File: src/design/sgio_pkg.sv
package sgio_pkg;

  localparam int MAX_PLAYERS     = 4;
  localparam int PLAYERS_DEFAULT = 4;

  localparam logic [7:0] DIP_RESET  = 8'hBF;
  localparam logic [7:0] READ_HIGH  = 8'h80;
  localparam logic [6:0] ADDR_CMP   = 7'h40;
  localparam logic [6:0] ADDR_LAMP  = 7'h60;

  typedef enum logic [1:0] {
    OP_SAMPLE = 2'd0,
    OP_READ   = 2'd1,
    OP_WRITE  = 2'd2,
    OP_CRASH  = 2'd3
  } opcode_t;

  // I/O page region, address bits 6:5
  typedef enum logic [1:0] {
    RGN_ANALOG = 2'd0,
    RGN_COIN   = 2'd1,
    RGN_GAS    = 2'd2,
    RGN_DIP    = 2'd3
  } region_t;

  typedef struct packed {
    opcode_t     opcode;
    logic [1:0]  player;
    logic [7:0]  dial_value;
    logic [3:0]  gear_switches;
    logic [6:0]  bus_address;
    logic [7:0]  write_data;
    logic [7:0]  gas_port;
    logic [7:0]  coin_port;
  } item_t;

  typedef struct packed {
    logic [7:0]  read_data;
    logic        lamp_strobe;
    logic [1:0]  lamp_index;
    logic        lamp_on;
  } result_t;

  typedef struct packed {
    logic [MAX_PLAYERS-1:0][7:0] last_dial;
    logic [MAX_PLAYERS-1:0]      direction;
    logic [MAX_PLAYERS-1:0]      steer_toggle;
    logic [MAX_PLAYERS-1:0][2:0] gear_now;
    logic [MAX_PLAYERS-1:0]      crash;
    logic [3:0]                  cmp_level;
    logic [7:0]                  dip;
  } view_t;

  typedef struct packed {
    logic        valid;
    logic [1:0]  player;
    logic        sample;
    logic [7:0]  dial;
    logic        dir_we;
    logic        dir_val;
    logic        gear_we;
    logic [2:0]  gear_val;
    logic        crash_set;
    logic        crash_clr;
    logic        cmp_we;
    logic [3:0]  cmp_val;
  } upd_t;

  typedef struct packed {
    logic        hit;
    logic [2:0]  gear;
  } gear_dec_t;

  function automatic gear_dec_t gear_decode(input logic [3:0] sw);
    gear_dec_t d;
    d = '0;
    unique case (sw)
      4'b0001: d = '{hit: 1'b1, gear: 3'd1};
      4'b0010: d = '{hit: 1'b1, gear: 3'd2};
      4'b0100: d = '{hit: 1'b1, gear: 3'd3};
      4'b1000: d = '{hit: 1'b1, gear: 3'd4};
      default: d = '0;
    endcase
    return d;
  endfunction

endpackage

File: src/design/steering_gear_input_io.sv
// Driving-board I/O block. One transaction per event: dial/gear sample, bus
// read, bus write or collision, each giving exactly one result transaction.
// The block takes a new transaction every clock cycle unless in_stall is high;
// each passes the input register, then the result register, with the per-player
// state updated as it moves from the input register to the result register, so
// each transaction sees the effect of the one before it. in_stall rises only
// when both registers are full and out_stall is high. cfg_ready is always
// high; the DIP bank resets to 8'hBF. PLAYERS (1 to 4) sets how many seats
// hold state; seats beyond it read as zero and ignore samples and collisions.
module steering_gear_input_io #(
  parameter int PLAYERS = sgio_pkg::PLAYERS_DEFAULT
) (
  input  logic       clk,
  input  logic       rst_n,
  input  logic       in_valid,
  output logic       in_stall,
  input  logic [1:0] in_opcode,
  input  logic [1:0] in_player,
  input  logic [7:0] in_dial_value,
  input  logic [3:0] in_gear_switches,
  input  logic [6:0] in_bus_address,
  input  logic [7:0] in_write_data,
  input  logic [7:0] in_gas_port,
  input  logic [7:0] in_coin_port,
  output logic       out_valid,
  input  logic       out_stall,
  output logic [7:0] out_read_data,
  output logic       out_lamp_strobe,
  output logic [1:0] out_lamp_index,
  output logic       out_lamp_on,
  input  logic       cfg_valid,
  output logic       cfg_ready,
  input  logic [7:0] cfg_data
);

  logic              s1_valid_r;
  sgio_pkg::item_t   item_r;
  logic              out_valid_r;
  sgio_pkg::result_t res_r;

  sgio_pkg::item_t   item_in;
  sgio_pkg::result_t res;
  sgio_pkg::upd_t    upd;
  sgio_pkg::view_t   view;
  logic              out_adv;
  logic              in_acc;
  logic              fire;

  assign item_in = '{opcode:        sgio_pkg::opcode_t'(in_opcode),
                     player:        in_player,
                     dial_value:    in_dial_value,
                     gear_switches: in_gear_switches,
                     bus_address:   in_bus_address,
                     write_data:    in_write_data,
                     gas_port:      in_gas_port,
                     coin_port:     in_coin_port};

  assign out_adv  = !out_valid_r || !out_stall;
  assign in_stall = s1_valid_r && !out_adv;
  assign in_acc   = in_valid && !in_stall;
  assign fire     = s1_valid_r && out_adv;

  always_ff @(posedge clk) begin
    if (!rst_n) begin
      s1_valid_r <= 1'b0;
    end else if (!in_stall) begin
      s1_valid_r <= in_valid;
    end
  end

  always_ff @(posedge clk) begin
    if (in_acc) begin
      item_r <= item_in;
    end
  end

  sgio_exec u_exec (
    .valid (fire),
    .item  (item_r),
    .view  (view),
    .upd   (upd),
    .res   (res)
  );

  sgio_state #(
    .PLAYERS (PLAYERS)
  ) u_state (
    .clk      (clk),
    .rst_n    (rst_n),
    .upd      (upd),
    .cfg_we   (cfg_valid && cfg_ready),
    .cfg_data (cfg_data),
    .view     (view)
  );

  always_ff @(posedge clk) begin
    if (!rst_n) begin
      out_valid_r <= 1'b0;
    end else if (out_adv) begin
      out_valid_r <= s1_valid_r;
    end
  end

  always_ff @(posedge clk) begin
    if (fire) begin
      res_r <= res;
    end
  end

  assign cfg_ready       = 1'b1;
  assign out_valid       = out_valid_r;
  assign out_read_data   = res_r.read_data;
  assign out_lamp_strobe = res_r.lamp_strobe;
  assign out_lamp_index  = res_r.lamp_index;
  assign out_lamp_on     = res_r.lamp_on;

endmodule

File: src/design/sgio_state.sv
module sgio_state #(
  parameter int PLAYERS = sgio_pkg::PLAYERS_DEFAULT
) (
  input  logic             clk,
  input  logic             rst_n,
  input  sgio_pkg::upd_t   upd,
  input  logic             cfg_we,
  input  logic [7:0]       cfg_data,
  output sgio_pkg::view_t  view
);

  wire [sgio_pkg::MAX_PLAYERS-1:0][7:0] dial_w;
  wire [sgio_pkg::MAX_PLAYERS-1:0]      dir_w;
  wire [sgio_pkg::MAX_PLAYERS-1:0]      toggle_w;
  wire [sgio_pkg::MAX_PLAYERS-1:0][2:0] gear_w;
  wire [sgio_pkg::MAX_PLAYERS-1:0]      crash_w;

  logic [3:0] cmp_level_r;
  logic [7:0] dip_r;

  for (genvar i = 0; i < sgio_pkg::MAX_PLAYERS; i++) begin : g_player
    if (i < PLAYERS) begin : g_live
      logic [7:0] dial_r;
      logic       dir_r;
      logic       toggle_r;
      logic [2:0] gear_r;
      logic       crash_r;
      logic       hit;

      assign hit = upd.valid && (upd.player == 2'(i));

      always_ff @(posedge clk) begin
        if (!rst_n) begin
          dial_r   <= '0;
          dir_r    <= 1'b0;
          toggle_r <= 1'b0;
          gear_r   <= '0;
          crash_r  <= 1'b0;
        end else begin
          if (hit && upd.sample) begin
            dial_r   <= upd.dial;
            toggle_r <= dial_r[0];
            if (upd.dir_we) begin
              dir_r <= upd.dir_val;
            end
            if (upd.gear_we) begin
              gear_r <= upd.gear_val;
            end
          end
          if (hit && upd.crash_set) begin
            crash_r <= 1'b1;
          end else if (hit && upd.crash_clr) begin
            crash_r <= 1'b0;
          end
        end
      end

      assign dial_w[i]   = dial_r;
      assign dir_w[i]    = dir_r;
      assign toggle_w[i] = toggle_r;
      assign gear_w[i]   = gear_r;
      assign crash_w[i]  = crash_r;
    end else begin : g_absent
      // missing seat reads as all zero and never latches a crash
      assign dial_w[i]   = '0;
      assign dir_w[i]    = 1'b0;
      assign toggle_w[i] = 1'b0;
      assign gear_w[i]   = '0;
      assign crash_w[i]  = 1'b0;
    end
  end

  always_ff @(posedge clk) begin
    if (!rst_n) begin
      cmp_level_r <= '0;
      dip_r       <= sgio_pkg::DIP_RESET;
    end else begin
      if (upd.valid && upd.cmp_we) begin
        cmp_level_r <= upd.cmp_val;
      end
      if (cfg_we) begin
        dip_r <= cfg_data;
      end
    end
  end

  always_comb begin
    view              = '0;
    view.last_dial    = dial_w;
    view.direction    = dir_w;
    view.steer_toggle = toggle_w;
    view.gear_now     = gear_w;
    view.crash        = crash_w;
    view.cmp_level    = cmp_level_r;
    view.dip          = dip_r;
  end

endmodule

File: src/design/sgio_exec.sv
module sgio_exec (
  input  logic              valid,
  input  sgio_pkg::item_t   item,
  input  sgio_pkg::view_t   view,
  output sgio_pkg::upd_t    upd,
  output sgio_pkg::result_t res
);

  logic [7:0]            delta;
  sgio_pkg::gear_dec_t   gdec;
  logic [1:0]            n;
  logic [1:0]            steer_sum;
  logic [4:0]            analog_val;
  logic [7:0]            gas_merged;
  logic [7:0]            rd_byte;
  logic [1:0]            dip_pair;

  assign delta = item.dial_value - view.last_dial[item.player];
  assign gdec  = sgio_pkg::gear_decode(item.gear_switches);
  assign n     = item.bus_address[2:1];

  assign steer_sum  = {1'b0, view.steer_toggle[n]} + {1'b0, view.direction[n]};
  assign analog_val = item.bus_address[0] ? {view.gear_now[n], 2'b00}
                                          : {steer_sum, 3'b000};

  // crash latches land on the odd bits of the gas port
  assign gas_merged = item.gas_port | {view.crash[3], 1'b0, view.crash[2], 1'b0,
                                       view.crash[1], 1'b0, view.crash[0], 1'b0};

  always_comb begin
    unique case (item.bus_address[1:0])
      2'd0:    dip_pair = view.dip[1:0];
      2'd1:    dip_pair = view.dip[3:2];
      2'd2:    dip_pair = view.dip[5:4];
      default: dip_pair = view.dip[7:6];
    endcase
  end

  always_comb begin
    unique case (sgio_pkg::region_t'(item.bus_address[6:5]))
      sgio_pkg::RGN_ANALOG:
        rd_byte = (analog_val > {1'b0, view.cmp_level}) ? sgio_pkg::READ_HIGH : 8'h00;
      sgio_pkg::RGN_COIN:
        rd_byte = {item.coin_port[item.bus_address[2:0]], 7'b0};
      sgio_pkg::RGN_GAS:
        rd_byte = {gas_merged[item.bus_address[2:0]], 7'b0};
      default:
        rd_byte = {6'b0, dip_pair};
    endcase
  end

  always_comb begin
    upd        = '0;
    res        = '0;
    upd.valid  = valid;
    upd.player = item.player;
    unique case (item.opcode)
      sgio_pkg::OP_SAMPLE: begin
        upd.sample   = 1'b1;
        upd.dial     = item.dial_value;
        upd.dir_we   = (delta != 8'h00);
        upd.dir_val  = !delta[7];
        upd.gear_we  = gdec.hit;
        upd.gear_val = gdec.gear;
      end
      sgio_pkg::OP_READ: begin
        res.read_data = rd_byte;
      end
      sgio_pkg::OP_WRITE: begin
        upd.player = n;
        priority if (item.bus_address[6:5] == sgio_pkg::RGN_COIN) begin
          upd.crash_clr = 1'b1;
        end else if (item.bus_address[6:1] == sgio_pkg::ADDR_CMP[6:1]) begin
          upd.cmp_we  = 1'b1;
          upd.cmp_val = item.write_data[3:0];
        end else if (item.bus_address[6:3] == sgio_pkg::ADDR_LAMP[6:3]) begin
          res.lamp_strobe = 1'b1;
          res.lamp_index  = n;
          res.lamp_on     = item.bus_address[0];
        end else begin
          upd.player = n;
        end
      end
      default: begin
        upd.crash_set = 1'b1;
      end
    endcase
  end

endmodule

File: config.mk
export PLATFORM = sky130hd
export DESIGN_NAME = steering_gear_input_io
export DESIGN_NICKNAME = d
export VERILOG_FILES = /design/src/design/sgio_pkg.sv /design/src/design/steering_gear_input_io.sv /design/src/design/sgio_state.sv /design/src/design/sgio_exec.sv
export SDC_FILE = /design/constraint.sdc
export NUM_CORES = 1
export LEC_CHECK = 0
export BUFFER_PORTS_ARGS = -buffer_cell sky130_fd_sc_hd__buf_2
export CAP_MARGIN = 20
export CELL_PAD_IN_SITES_DETAIL_PLACEMENT = 1
export CELL_PAD_IN_SITES_GLOBAL_PLACEMENT = 1
export CORE_ASPECT_RATIO = 1.25
export CORE_MARGIN = 1
export CORE_UTILIZATION = 46
export DETAILED_ROUTE_END_ITERATION = 6
export PLACE_DENSITY = 0.82
export SYNTH_ARGS = -nofsm -noshare
export SYNTH_HDL_FRONTEND = slang
export SYNTH_SLANG_ARGS = --single-unit
File: constraint.sdc
create_clock -name clk -period 4.2 [get_ports clk]
set_input_delay 0.42 -clock clk [delete_from_list [all_inputs] [get_ports clk]]
set_output_delay 0.42 -clock clk [all_outputs]
set_load 0.005 [all_outputs]
==> metrics.csv <==
metric,value,unit
result_of_the_run,finished clean,
worstMarginPinSlew,1040,ps
finalWirelength,13000,um
ys_types,60,
critical_path_buf_inv_count,0,
drive_gt1_share,26.0,%
fin_setup_tns,0,ps
synth_adder_area_share,2.77,%
crit_path_max_fanout,14,
synth_area,0.00569,sq mm
postSynthCellCount,476,
layoutNonFillerInstCount,710,
post-route-period-util,80.1,%
detailroute.via_count,3823,
grt_start_max_net_pins,73,
slowest_cp_cell,sky130_fd_sc_hd__edfxtp_1,
path_common_cell,sky130_fd_sc_hd__ha_1,
cts_inserted_buffers,17,
area_delta_synth_final,17.7,%
drt_pre_antenna_iters,4,
start_util,47.0,%
detailedRoute.firstIterationViolations,112,
sum_of_net_half_perimeters_after_detailed_placement,8910,um
tritoncts_clock_tree,yes,
postSynth.topFlopCell,sky130_fd_sc_hd__dfxtp_1,
final.fill_count,1265,
timing_worst_setup_path_type,reg -> reg,
chipWidth,101,um
postSynthAreaPerCell,11.9,sq um
row_count,45,
yosys_register_bits,120,
netlist.top_cell.by_area,sky130_fd_sc_hd__edfxtp_1,
number_of_global_route_vias_before_repair,4280,
setup_viol_count_final,0,
total_leakage_power,2.44,nW
detail_routed_net_length_per_standard_cell,18.3,um
r2r_slack,840,ps
timing.clock.skew,8.22,ps
post_synth_xor_area_fraction,0.924,%
ctsHoldBuffers,0,
synth-edff-count,50,
final_hold_viol_count,0,
worst_skew_late_latency,410,ps
nNetsFinal,605,
y_dimension_of_the_die,126,um
synth.yosys.seq_area_share,51.1,%
num_io_pins,75,
muxShareOfSynthArea,16.2,%
ant_nets,0,
timing.slew.headroom,30.1,%
grt_setup_unrepaired,false,
final-max-slew-violation-count,0,
critical_path.cell_chain,mux4_2 > ha_1 > mux2_2 > ha_1 > a21oi_1 > a31oi_1 > nor2_1 > a221oi_1 > o21a_1,
maxCapViolCount,0,
total_power,0.00301,W
drc,0,
htree_num_levels,4,
yosys-top-cells-area,"sky130_fd_sc_hd__edfxtp_1 (26%), sky130_fd_sc_hd__dfxtp_1 (25%), sky130_fd_sc_hd__mux2i_1 (8.3%)",
crit_path_end_kind,register,
max_freq,297,MHz
worst_setup_hold_path_clk_slew,60,ps
synth_common_cells,"sky130_fd_sc_hd__dfxtp_1 (70), sky130_fd_sc_hd__nand2_1 (55), sky130_fd_sc_hd__edfxtp_1 (50), sky130_fd_sc_hd__mux2i_1 (47), sky130_fd_sc_hd__nor2b_1 (38)",
yosys_warnings,0,
power.ir.vdd_worst,0.318,mV
yosysMostFrequentCell,sky130_fd_sc_hd__dfxtp_1,
cts_root_cell,sky130_fd_sc_hd__clkbuf_16,
synth-async-reset-ratio,0,%
synth-compound-area-share,8.56,%
final.min_clock_period,3360,ps
maximum_root_to_sink_buffer_count,2,
cts_sink_count,120,
gp_routability_congestion,0.799,
avgViaCountPerCell,5.38,
main_combinational_cell_family_by_area_after_synthesis,multiplexers,
grt.overflow.total,0,
synth_simple_gate_area_share,15.7,%
timing.critical_path.max_delay_family,multiplexers,
coreArea,0.0121,sq mm
cts_setup_buffers,0,
powerDensity,449,mW/mm^2
postCtsResizedCells,0,
timing.critical_path.slowest_cell_delay,830,ps
post-place-cells,678,
cp-start-kind,register,
grt_util_all_layers,22.8,%
fp.dieArea,0.0128,sq mm
io_buffers,64,
num_antenna_cells,0,
synth_top_area_share,26.4,%
hold_path.class,in -> reg,
timing.critical_path.arrival,3630,ps
timing.critical_path.required,4470,ps
number_of_antenna_violations_at_the_first_check_in_global_routing,0,
grt_first_pass_wirelength,21500,um
[metrics by stage]
step	cell area [sq um]	utilization, %	hold slack, ps	setup WS [ps]
after detailed placement	6070	50.1	458	938
after global routing	6690	55.3	164	699
after global placement	6070	50.1	440	1020
after floorplan	5700	-	432	1160
after CTS	6690	55.3	167	792
final	6690	55.3	181	837
[worst register-to-register path: cells and delay by family, from the launching register on]
kind / cells / cell delay [ps]
AO/OA/AOI/OAI: 4 / 810
adder cells (fa/ha/maj): 2 / 620
flip-flops: 1 / 830
AND/OR/NAND/NOR: 1 / 70
multiplexers: 2 / 880
[report_power, final]
part           internal [W]  total [W]  switching, W
Combinational     0.0000866   0.000176     0.0000897
Clock              0.000998    0.00153      0.000535
Sequential          0.00126    0.00130     0.0000415
Total               0.00234    0.00301      0.000666
[placed cells by master (no fill, tap or decap), types with 6 or more instances in the layout]
cell	count
sky130_fd_sc_hd__dfxtp_1	70
sky130_fd_sc_hd__buf_2	64
sky130_fd_sc_hd__nand2_1	55
sky130_fd_sc_hd__edfxtp_1	50
sky130_fd_sc_hd__mux2i_1	47
sky130_fd_sc_hd__nor2b_1	37
sky130_fd_sc_hd__mux4_2	19
sky130_fd_sc_hd__inv_1	18
sky130_fd_sc_hd__a21boi_0	17
sky130_fd_sc_hd__clkbuf_16	17
sky130_fd_sc_hd__nor2_1	13
sky130_fd_sc_hd__ha_1	11
sky130_fd_sc_hd__nand2b_1	8
sky130_fd_sc_hd__o21ai_0	6
sky130_fd_sc_hd__o22ai_1	6
sky130_fd_sc_hd__a211oi_1	6
sky130_fd_sc_hd__conb_1	6
[routing by layer]
metal | wire (um) | up-vias | track usage, %
met4 | 399 | 0 | 13.9
met5 | 0 | - | 0
li1 | - | 1823 | -
met3 | 370 | 27 | 4.85
met1 | 5060 | 1888 | 24.4
met2 | 7170 | 85 | 40.3
[state kept, by name, indices dropped and copies added (netlist names)]
| name | count |
|---|---|
| u_state.g_player.g_live.gear_r | 12 |
| out_lamp_index | 2 |
| u_state.cmp_level_r | 4 |
| u_state.g_player.g_live.crash_r | 4 |
| u_state.dip_r | 8 |
| out_read_data | 3 |
| u_state.g_player.g_live.toggle_r | 4 |
| out_valid | 1 |
| out_lamp_on | 1 |
| out_lamp_strobe | 1 |
| u_state.g_player.g_live.dial_r | 32 |
| item_r | 43 |
| s1_valid_r | 1 |
| u_state.g_player.g_live.dir_r | 4 |
[final timing paths]
path                                                      from                                                end  cells past startpoint
max                                       item_r[26]$_DFFE_PP_                     out_read_data[7]$_SDFFCE_PP0P_                      9
min                                           in_write_data[0]                               item_r[16]$_DFFE_PP_                      1
max reg2reg                               item_r[26]$_DFFE_PP_                     out_read_data[7]$_SDFFCE_PP0P_                      9
min reg2reg  u_state.g_player[2].g_live.gear_r[2]$_SDFFE_PN0P_  u_state.g_player[2].g_live.gear_r[2]$_SDFFE_PN0P_                      2
[final cells by class]
cell class | count | area, sq um | share of cell area [%]
clock buffers | 18 | 429 | 6.41
multi-input cells | 308 | 2540 | 38.0
repair buffers | 68 | 350 | 5.23
inverters | 18 | 67.6 | 1.01
flip-flops and latches | 120 | 2900 | 43.4
well taps | 164 | 205 | 3.07
clock inverters | 14 | 198 | 2.95
[logic make-up (layout without fill, tap and decap cells)]
| group | after synthesis | count (layout) |
|---|---|---|
| AOI/OAI and AO/OA | 61 | 61 |
| xor gates and xnor gates | 6 | 6 |
| adders and majority gates | 12 | 12 |
| buffers and inverters | 52 | 118 |
| DFF | 120 | 120 |
| muxes | 68 | 68 |
| other | 2 | 6 |
| and+or+nand+nor | 155 | 155 |
(Power assumes the default switching activity.)
